===== src/pfs_pkg.sv =====
// Types, character codes and constants shared across the format streamer.
package pfs_pkg;

	localparam int MAX_DIGITS_DEF = 16;
	localparam int PADDR_W = 3;

	localparam logic [0:0] REG_SIZE    = 1'b0;
	localparam logic [0:0] REG_PRESENT = 1'b1;

	localparam logic [31:0] DIV10_RECIP = 32'hCCCC_CCCD;

	localparam logic [7:0] CH_NUL   = 8'h00;
	localparam logic [7:0] CH_PCT   = 8'h25;
	localparam logic [7:0] CH_MINUS = 8'h2D;
	localparam logic [7:0] CH_ZERO  = 8'h30;
	localparam logic [7:0] CH_UA    = 8'h41;
	localparam logic [7:0] CH_UX    = 8'h58;
	localparam logic [7:0] CH_LA    = 8'h61;
	localparam logic [7:0] CH_C     = 8'h63;
	localparam logic [7:0] CH_D     = 8'h64;
	localparam logic [7:0] CH_P     = 8'h70;
	localparam logic [7:0] CH_U     = 8'h75;
	localparam logic [7:0] CH_X     = 8'h78;

	typedef struct packed {
		logic [7:0]  fmt_byte;
		logic [31:0] arg_value;
	} pfs_in_t;

	typedef struct packed {
		logic [7:0]  out_byte;
		logic [31:0] position;
		logic        stored;
		logic        is_terminator;
		logic [31:0] total_length;
		logic        last;
	} pfs_out_t;

	typedef struct packed {
		logic [31:0] size;
		logic        present;
	} pfs_cfg_t;

	typedef struct packed {
		logic        start;
		logic        hex;
		logic        upper;
		logic        pop;
		logic [31:0] value;
	} digit_ctrl_t;

	typedef struct packed {
		logic       busy;
		logic       one;
		logic [7:0] digit;
	} digit_stat_t;

endpackage


===== src/pfs_regs.sv =====
// Configuration registers behind the APB-style port.
module pfs_regs import pfs_pkg::*; (
	input  logic               clk,
	input  logic               arst_n,
	input  logic               psel,
	input  logic               penable,
	input  logic               pwrite,
	input  logic [PADDR_W-1:0] paddr,
	input  logic [31:0]        pwdata,
	output logic [31:0]        prdata,
	output logic               pready,
	output pfs_cfg_t           cfg
);

	logic [31:0] size_q;
	logic        present_q;
	logic        wr;

	assign pready = 1'b1;
	assign wr = psel && penable && pwrite;
	assign cfg.size = size_q;
	assign cfg.present = present_q;

	always_comb begin
		unique case (paddr[2])
			REG_SIZE:    prdata = size_q;
			REG_PRESENT: prdata = {31'd0, present_q};
		endcase
	end

	always_ff @(posedge clk or negedge arst_n) begin
		if (!arst_n) begin
			size_q <= 32'hFFFF_FFFF;
			present_q <= 1'b1;
		end else if (wr) begin
			unique case (paddr[2])
				REG_SIZE:    size_q <= pwdata;
				REG_PRESENT: present_q <= pwdata[0];
			endcase
		end
	end

endmodule


===== src/pfs_digit.sv =====
// Shared digit unit: one divide step per cycle into a scratch store, read back in reverse.
module pfs_digit import pfs_pkg::*; #(
	parameter int MAX_DIGITS = MAX_DIGITS_DEF
) (
	input  logic        clk,
	input  logic        arst_n,
	input  digit_ctrl_t ctrl,
	output digit_stat_t stat
);

	localparam int AW = $clog2(MAX_DIGITS);
	localparam int CW = $clog2(MAX_DIGITS + 1);

	logic [7:0]    mem [MAX_DIGITS];
	logic [7:0]    rdata_q;
	logic [31:0]   val_q;
	logic          hex_q;
	logic          upper_q;
	logic          div_q;
	logic [CW-1:0] cnt_q;
	logic [CW-1:0] cnt_d;
	logic [CW-1:0] raddr;
	logic [63:0]   prod;
	logic [31:0]   quot;
	logic [3:0]    q10;
	logic [3:0]    dig;
	logic [7:0]    ch;
	logic          full;
	logic          we;

	always_comb begin
		prod = {32'd0, val_q} * {32'd0, DIV10_RECIP};
		quot = hex_q ? {4'd0, val_q[31:4]} : {3'd0, prod[63:35]};
		q10 = {quot[0], 3'b000} + {quot[2:0], 1'b0};
		dig = hex_q ? val_q[3:0] : val_q[3:0] - q10;
		if (dig < 4'd10) begin
			ch = CH_ZERO + {4'd0, dig};
		end else begin
			ch = (upper_q ? CH_UA : CH_LA) + {4'd0, dig} - 8'd10;
		end
		full = cnt_q == CW'(MAX_DIGITS);
		we = div_q && !full;
		priority if (ctrl.start) begin
			cnt_d = '0;
		end else if (we) begin
			cnt_d = cnt_q + CW'(1);
		end else if (ctrl.pop) begin
			cnt_d = cnt_q - CW'(1);
		end else begin
			cnt_d = cnt_q;
		end
		raddr = cnt_d - CW'(1);
	end

	assign stat.busy = div_q;
	assign stat.one = cnt_q == CW'(1);
	assign stat.digit = rdata_q;

	always_ff @(posedge clk) begin
		if (we) begin
			mem[cnt_q[AW-1:0]] <= ch;
		end
		rdata_q <= mem[raddr[AW-1:0]];
	end

	always_ff @(posedge clk) begin
		if (ctrl.start) begin
			val_q <= ctrl.value;
			hex_q <= ctrl.hex;
			upper_q <= ctrl.upper;
		end else if (div_q) begin
			val_q <= quot;
		end
	end

	always_ff @(posedge clk or negedge arst_n) begin
		if (!arst_n) begin
			div_q <= 1'b0;
			cnt_q <= '0;
		end else begin
			cnt_q <= cnt_d;
			if (ctrl.start) begin
				div_q <= 1'b1;
			end else if (div_q && quot == 32'd0) begin
				div_q <= 1'b0;
			end
		end
	end

endmodule


===== src/printf_format_stream.sv =====
// Streaming printf-style formatter: sequencer, output register and top-level wiring.
//
//  channel  direction  handshake              payload
//  fmt      in         fmt_valid / fmt_ready  pfs_in_t  (fmt_byte, arg_value)
//  res      out        res_valid / res_ready  pfs_out_t (one request per character)
//  apb      in         psel/penable/pready    buffer_size, buffer_present
//
// Plain bytes and the terminator go straight to the output register. A numeric conversion
// runs in the divide unit (reciprocal multiply by ten, or a four-bit shift), then the digits
// come back one a cycle from the scratch read port while the res channel is not stalled.
// Reset clears the sequencer, pending percent and count; the scratch needs no clearing.
// A stalled res channel holds the sequencer wherever it would emit; fmt_ready stays low until the item is done.
module printf_format_stream import pfs_pkg::*; #(
	parameter int MAX_DIGITS = MAX_DIGITS_DEF
) (
	input  logic               clk,
	input  logic               arst_n,
	input  logic               fmt_valid,
	output logic               fmt_ready,
	input  pfs_in_t            fmt,
	output logic               res_valid,
	input  logic               res_ready,
	output pfs_out_t           res,
	input  logic               psel,
	input  logic               penable,
	input  logic               pwrite,
	input  logic [PADDR_W-1:0] paddr,
	input  logic [31:0]        pwdata,
	output logic [31:0]        prdata,
	output logic               pready
);

	localparam logic [1:0] S_IDLE = 2'd0;
	localparam logic [1:0] S_DIV  = 2'd1;
	localparam logic [1:0] S_PRE  = 2'd2;
	localparam logic [1:0] S_POP  = 2'd3;

	pfs_cfg_t    cfg;
	digit_ctrl_t dctrl;
	digit_stat_t dstat;

	logic [1:0]  state_q, state_d;
	logic        pend_q, pend_d;
	logic [31:0] count_q;
	logic        pre_v_q, pre_v_d;
	logic [7:0]  pre_q, pre_d;
	logic        dig_q, dig_d;
	logic        res_valid_q;
	pfs_out_t    res_q;
	pfs_out_t    item;
	logic        emit_ok;
	logic        accept;
	logic        emit;
	logic        em_term;
	logic        em_last;
	logic [7:0]  em_ch;
	logic [31:0] size_m1;

	pfs_regs u_regs (
		.clk     (clk),
		.arst_n  (arst_n),
		.psel    (psel),
		.penable (penable),
		.pwrite  (pwrite),
		.paddr   (paddr),
		.pwdata  (pwdata),
		.prdata  (prdata),
		.pready  (pready),
		.cfg     (cfg)
	);

	pfs_digit #(
		.MAX_DIGITS (MAX_DIGITS)
	) u_digit (
		.clk    (clk),
		.arst_n (arst_n),
		.ctrl   (dctrl),
		.stat   (dstat)
	);

	assign emit_ok = !res_valid_q || res_ready;
	assign fmt_ready = (state_q == S_IDLE) && emit_ok;
	assign accept = fmt_valid && fmt_ready;
	assign res_valid = res_valid_q;
	assign res = res_q;

	always_comb begin
		state_d = state_q;
		pend_d = pend_q;
		pre_v_d = pre_v_q;
		pre_d = pre_q;
		dig_d = dig_q;
		emit = 1'b0;
		em_term = 1'b0;
		em_last = 1'b1;
		em_ch = fmt.fmt_byte;
		dctrl = '0;
		dctrl.value = fmt.arg_value;
		unique case (state_q)
			S_IDLE: begin
				if (accept) begin
					priority if (fmt.fmt_byte == CH_NUL) begin
						emit = 1'b1;
						em_term = 1'b1;
						em_ch = CH_NUL;
						pend_d = 1'b0;
					end else if (!pend_q) begin
						if (fmt.fmt_byte == CH_PCT) begin
							pend_d = 1'b1;
						end else begin
							emit = 1'b1;
						end
					end else begin
						pend_d = 1'b0;
						unique case (fmt.fmt_byte)
							CH_PCT: begin
								emit = 1'b1;
							end
							CH_C: begin
								emit = 1'b1;
								em_ch = fmt.arg_value[7:0];
							end
							CH_D: begin
								dctrl.start = 1'b1;
								if (fmt.arg_value[31]) begin
									dctrl.value = 32'd0 - fmt.arg_value;
									emit = 1'b1;
									em_ch = CH_MINUS;
									em_last = 1'b0;
								end
								pre_v_d = 1'b0;
								dig_d = 1'b1;
								state_d = S_DIV;
							end
							CH_U: begin
								dctrl.start = 1'b1;
								pre_v_d = 1'b0;
								dig_d = 1'b1;
								state_d = S_DIV;
							end
							CH_X, CH_UX: begin
								dctrl.start = 1'b1;
								dctrl.hex = 1'b1;
								dctrl.upper = fmt.fmt_byte == CH_UX;
								pre_v_d = 1'b0;
								dig_d = 1'b1;
								state_d = S_DIV;
							end
							CH_P: begin
								dctrl.start = 1'b1;
								dctrl.hex = 1'b1;
								emit = 1'b1;
								em_ch = CH_ZERO;
								em_last = 1'b0;
								pre_v_d = 1'b1;
								pre_d = CH_X;
								dig_d = 1'b1;
								state_d = S_DIV;
							end
							default: begin
								emit = 1'b1;
								em_ch = CH_PCT;
								em_last = 1'b0;
								pre_v_d = 1'b1;
								pre_d = fmt.fmt_byte;
								dig_d = 1'b0;
								state_d = S_PRE;
							end
						endcase
					end
				end
			end
			S_DIV: begin
				if (!dstat.busy) begin
					state_d = S_PRE;
				end
			end
			S_PRE: begin
				if (!pre_v_q) begin
					state_d = S_POP;
				end else if (emit_ok) begin
					emit = 1'b1;
					em_ch = pre_q;
					em_last = !dig_q;
					pre_v_d = 1'b0;
					state_d = dig_q ? S_POP : S_IDLE;
				end
			end
			S_POP: begin
				if (emit_ok) begin
					emit = 1'b1;
					em_ch = dstat.digit;
					em_last = dstat.one;
					dctrl.pop = 1'b1;
					if (dstat.one) begin
						state_d = S_IDLE;
					end
				end
			end
		endcase
	end

	always_comb begin
		size_m1 = cfg.size - 32'd1;
		item.out_byte = em_ch;
		item.last = em_last;
		item.is_terminator = em_term;
		if (em_term) begin
			if (cfg.size == 32'd0) begin
				item.position = 32'd0;
			end else begin
				item.position = (count_q < size_m1) ? count_q : size_m1;
			end
			item.stored = cfg.present && (cfg.size != 32'd0);
			item.total_length = count_q;
		end else begin
			item.position = count_q;
			item.stored = cfg.present && (({1'b0, count_q} + 33'd1) < {1'b0, cfg.size});
			item.total_length = 32'd0;
		end
	end

	always_ff @(posedge clk) begin
		if (emit) begin
			res_q <= item;
		end
		pre_q <= pre_d;
	end

	always_ff @(posedge clk or negedge arst_n) begin
		if (!arst_n) begin
			state_q <= S_IDLE;
			pend_q <= 1'b0;
			count_q <= 32'd0;
			pre_v_q <= 1'b0;
			dig_q <= 1'b0;
			res_valid_q <= 1'b0;
		end else begin
			state_q <= state_d;
			pend_q <= pend_d;
			pre_v_q <= pre_v_d;
			dig_q <= dig_d;
			if (emit) begin
				res_valid_q <= 1'b1;
				count_q <= em_term ? 32'd0 : count_q + 32'd1;
			end else if (res_ready) begin
				res_valid_q <= 1'b0;
			end
		end
	end

endmodule

===== config.mk =====
export PLATFORM = sky130hd
export DESIGN_NAME = printf_format_stream
export DESIGN_NICKNAME = d
export VERILOG_FILES = /design/src/pfs_pkg.sv /design/src/pfs_regs.sv /design/src/pfs_digit.sv /design/src/printf_format_stream.sv
export SDC_FILE = /design/constraint.sdc
export NUM_CORES = 2
export LEC_CHECK = 0
export BUFFER_PORTS_ARGS = -buffer_cell sky130_fd_sc_hd__buf_2
export CAP_MARGIN = 10
export CELL_PAD_IN_SITES_DETAIL_PLACEMENT = 0
export CELL_PAD_IN_SITES_GLOBAL_PLACEMENT = 1
export CORE_MARGIN = 10
export CORE_UTILIZATION = 50
export DETAILED_ROUTE_END_ITERATION = 16
export PLACE_DENSITY = 0.78
export SLEW_MARGIN = 20
export SYNTH_ARGS = -nofsm -noshare
export SYNTH_HDL_FRONTEND = slang
export SYNTH_SLANG_ARGS = --single-unit

===== constraint.sdc =====
create_clock -name clk -period 13.1 [get_ports clk]
set_clock_uncertainty 0.15 [all_clocks]
set_input_delay 1.965 -clock clk [delete_from_list [all_inputs] [get_ports clk]]
set_output_delay 1.965 -clock clk [all_outputs]
set_load 0.05 [all_outputs]

==> impl_metrics.json <==
{
  "critical-path-top-delay-family": "adder cells",
  "hold_start": "dig_q",
  "totalWireLength_mm": 98.5,
  "ys_top_cells_by_area": "fa_1, edfxtp_1, ha_1",
  "fin_crit_ps": 10360,
  "wire_per_inst_um": 22.8,
  "synthCells": 3278,
  "clock_path_buffers": 3,
  "clock_latency_ps": 590,
  "fillerInstances": 5926,
  "power.leakage_nw": 17.5,
  "placed_area_um2": 35800,
  "switching_share_pct": 41.1,
  "grt_usage_pct": 25.2,
  "fp.dieH_um": 281,
  "core_area_um2": 67300,
  "cts_made_buffers": 30,
  "vdd_drop_max_mv": 0.207,
  "powerDensity_nw_per_um2": 113,
  "multiInputGateArea_um2": 22100,
  "hold_buffers": 0,
  "postCtsSetupRepairBufs": 0,
  "hold_path_class": "flop to flop",
  "cts_sinks": 313,
  "die_area_um2": 78800,
  "synth_seq_cells": 313,
  "cts_tree": "done",
  "layout_common_cells": "inv_1, ha_1, fa_1, edfxtp_1, nand2_1",
  "final_common_cell": "inv_1",
  "viasPerCell": 5.70,
  "nets": 4326,
  "cpPeakStageDelay_ps": 690,
  "power_frac_clock_pct": 22.4,
  "end_kind": "flop",
  "clkTransAtPathRegs_ps": 70,
  "syn_avg_cell_area_um2": 10.4,
  "required_ps": 13230,
  "fmax_mhz": 96.5,
  "htreeDepth": 1,
  "synth-edff-count": 229,
  "synth-seq-area-share_pct": 26.4,
  "dp_cells": 4265,
  "crit_arrival_ps": 10490,
  "grt_pass1_wl_mm": 152,
  "die_x_um": 281,
  "rows": 95,
  "synth_top_area_share_pct": 23.7,
  "drv_slew": 0,
  "cpMostUsedCell": "fa_1",
  "cts_resized": 0,
  "stdcell_area_um2": 36900,
  "finalSetupViolCount": 0,
  "ys.flop_type": "edfxtp_1",
  "synth_top_area_cell": "fa_1",
  "io_pins": 192,
  "startpoint": "u_digit.val_q[17]",
  "path_buf_inv": 4,
  "grt-ovfl-total": 0,
  "syn2layout_area_growth_pct": 8.54,
  "vias": 24600,
  "synth_warnings": 0,
  "start_util_pct": 50.5,
  "crit_type": "flop to flop",
  "port_buffers": 188,
  "dp_hpwl_mm": 81.9,
  "slowest_stage": "xor2_2",
  "period_share_pct": 79.1,
  "layout-drive-gt1-share_pct": 11.3,
  "ant_nets": 0,
  "power.share.sequential_pct": 33.4,
  "synthArstFlopShare_pct": 24.6,
  "status": "finished clean",
  "p_comb_share_pct": 44.2,
  "cts-root-buf": "clkbuf_16",
  "drt_iter0_markers": 1835,
  "antenna_found_initial": 4,
  "dr.pass1.iters": 7,
  "syn_nets": 4180,
  "tightest_slew_ps": 1070,
  "fin_hold_ws_ps": 401,
  "layout.cells.non_filler": 4322,
  "slew_headroom_pct": 28.4,
  "hold_violations": 0,
  "internal_power_mw": 2.45,
  "critPathMaxFanout": 16,
  "utilization_pct": 54.8,
  "fin_tns_setup_ps": 0,
  "start_kind": "flop",
  "grt_pass1_vias": 25800,
  "ff_latch_area_um2": 8980,
  "netlist_area_um2": 34000,
  "rsz0062_at_grt": "false",
  "p_switching_mw": 1.71,
  "yosys.cell_types.count": 86,
  "rr_startpoint": "u_digit.val_q[17]",
  "drc": 0,
  "timing.max_cap.violations": 0,
  "grt_start_max_net_pins": 80,
  "routabilityCongestion": 0.964
}
through the flow:
step	setup slack (ps)	power [mW]
after CTS	2410	4.20
final	2740	4.16
after floorplan	4570	2.72
after global routing	2200	4.38
after global placement	2710	3.24
after detailed placement	2470	3.26
flip-flops by register name, indices dropped and copies added (netlist names), 2 cells and up:
register,flops
count_q,32
pre_q,8
res,75
state_q,2
u_digit.cnt_q,5
u_digit.mem,112
u_digit.rdata_q,7
u_digit.val_q,32
u_regs.size_q,32
metal layers:
metal,GRT usage (%),wire (um),vias to the layer above
li1,-,-,11200
met1,34.3,42400,12400
met2,41.2,46700,826
met3,3.97,6330,145
met4,7.11,2960,8
met5,0,55,-
power by group through the flow:
| stage | Clock (mW) | Sequential (mW) | Combinational [mW] |
|---|---|---|---|
| 6_report | 0.932 | 1.39 | 1.84 |
| 5_1_grt | 0.985 | 1.41 | 1.99 |
| 4_1_cts | 0.950 | 1.39 | 1.86 |
| 3_5_place_dp | 0 | 1.40 | 1.85 |
| 3_3_place_gp | 0 | 1.40 | 1.83 |
| 2_1_floorplan | 0 | 1.64 | 1.08 |
logic make-up after synthesis:
kind of cell | share of synthesized area [%]
muxes | 3.85
buffers and inverters | 8.54
other | 0.0110
AOI/OAI and AO/OA | 9.09
and+or+nand+nor | 9.57
DFF | 26.4
xor gates and xnor gates | 3.40
adders and majority gates | 39.1
synth_stat cells, types with 20 or more instances:
cell type  instances
a21o_1            29
a21oi_1          125
a31oi_1           20
and3_1            48
clkbuf_1          78
dfrtp_1           44
dfstp_2           33
edfxtp_1         229
fa_1             403
ha_1             417
inv_1            677
mux2_2            38
mux4_2            32
nand2_1          223
nand3_1           42
nand4_1           36
nor2_1           168
nor3_1            37
o21a_1            27
o21ai_0          148
xnor2_1           78
xor2_1            52
worst register-to-register path, stage by stage (launching register included):
cell and delay (ps):
edfxtp_1 650, ha_1 680, ha_1 370, fa_1 540
inv_1 50, fa_1 620, inv_1 80, fa_1 520
fa_1 450, fa_1 560, inv_1 60, fa_1 610
inv_1 60, ha_1 420, and4_1 250, and2_1 260
nand2_1 160, o311a_1 450, a311o_1 340, nor2_1 240
ha_1 310, a211oi_1 250, xor2_1 210, xnor2_1 140
nand2_1 80, xnor2_1 560, nand2_1 270, xor2_2 690
final timing paths:
kind	to	slack, ps	depth (start not counted)
worst min-delay path	dig_q	400	1
worst max-delay path	u_digit.mem[15][0]	2740	27
max in group asynchronous	count_q[4]	10550	2
min in group asynchronous	u_regs.size_q[21]	1420	1
worst max register to register	u_digit.mem[15][0]	2740	27
worst min register to register	dig_q	400	1
final cells by class:
cell class	count	area share (%)
multi-input cells	2197	60.0
flip-flops and latches	313	24.4
inverters	678	6.90
well taps	873	2.96
repair buffers	204	2.88
clock buffers	37	2.22
clock inverters	19	0.651
diodes	1	0.00679
Note: power is estimated with default switching activity, not from simulation.
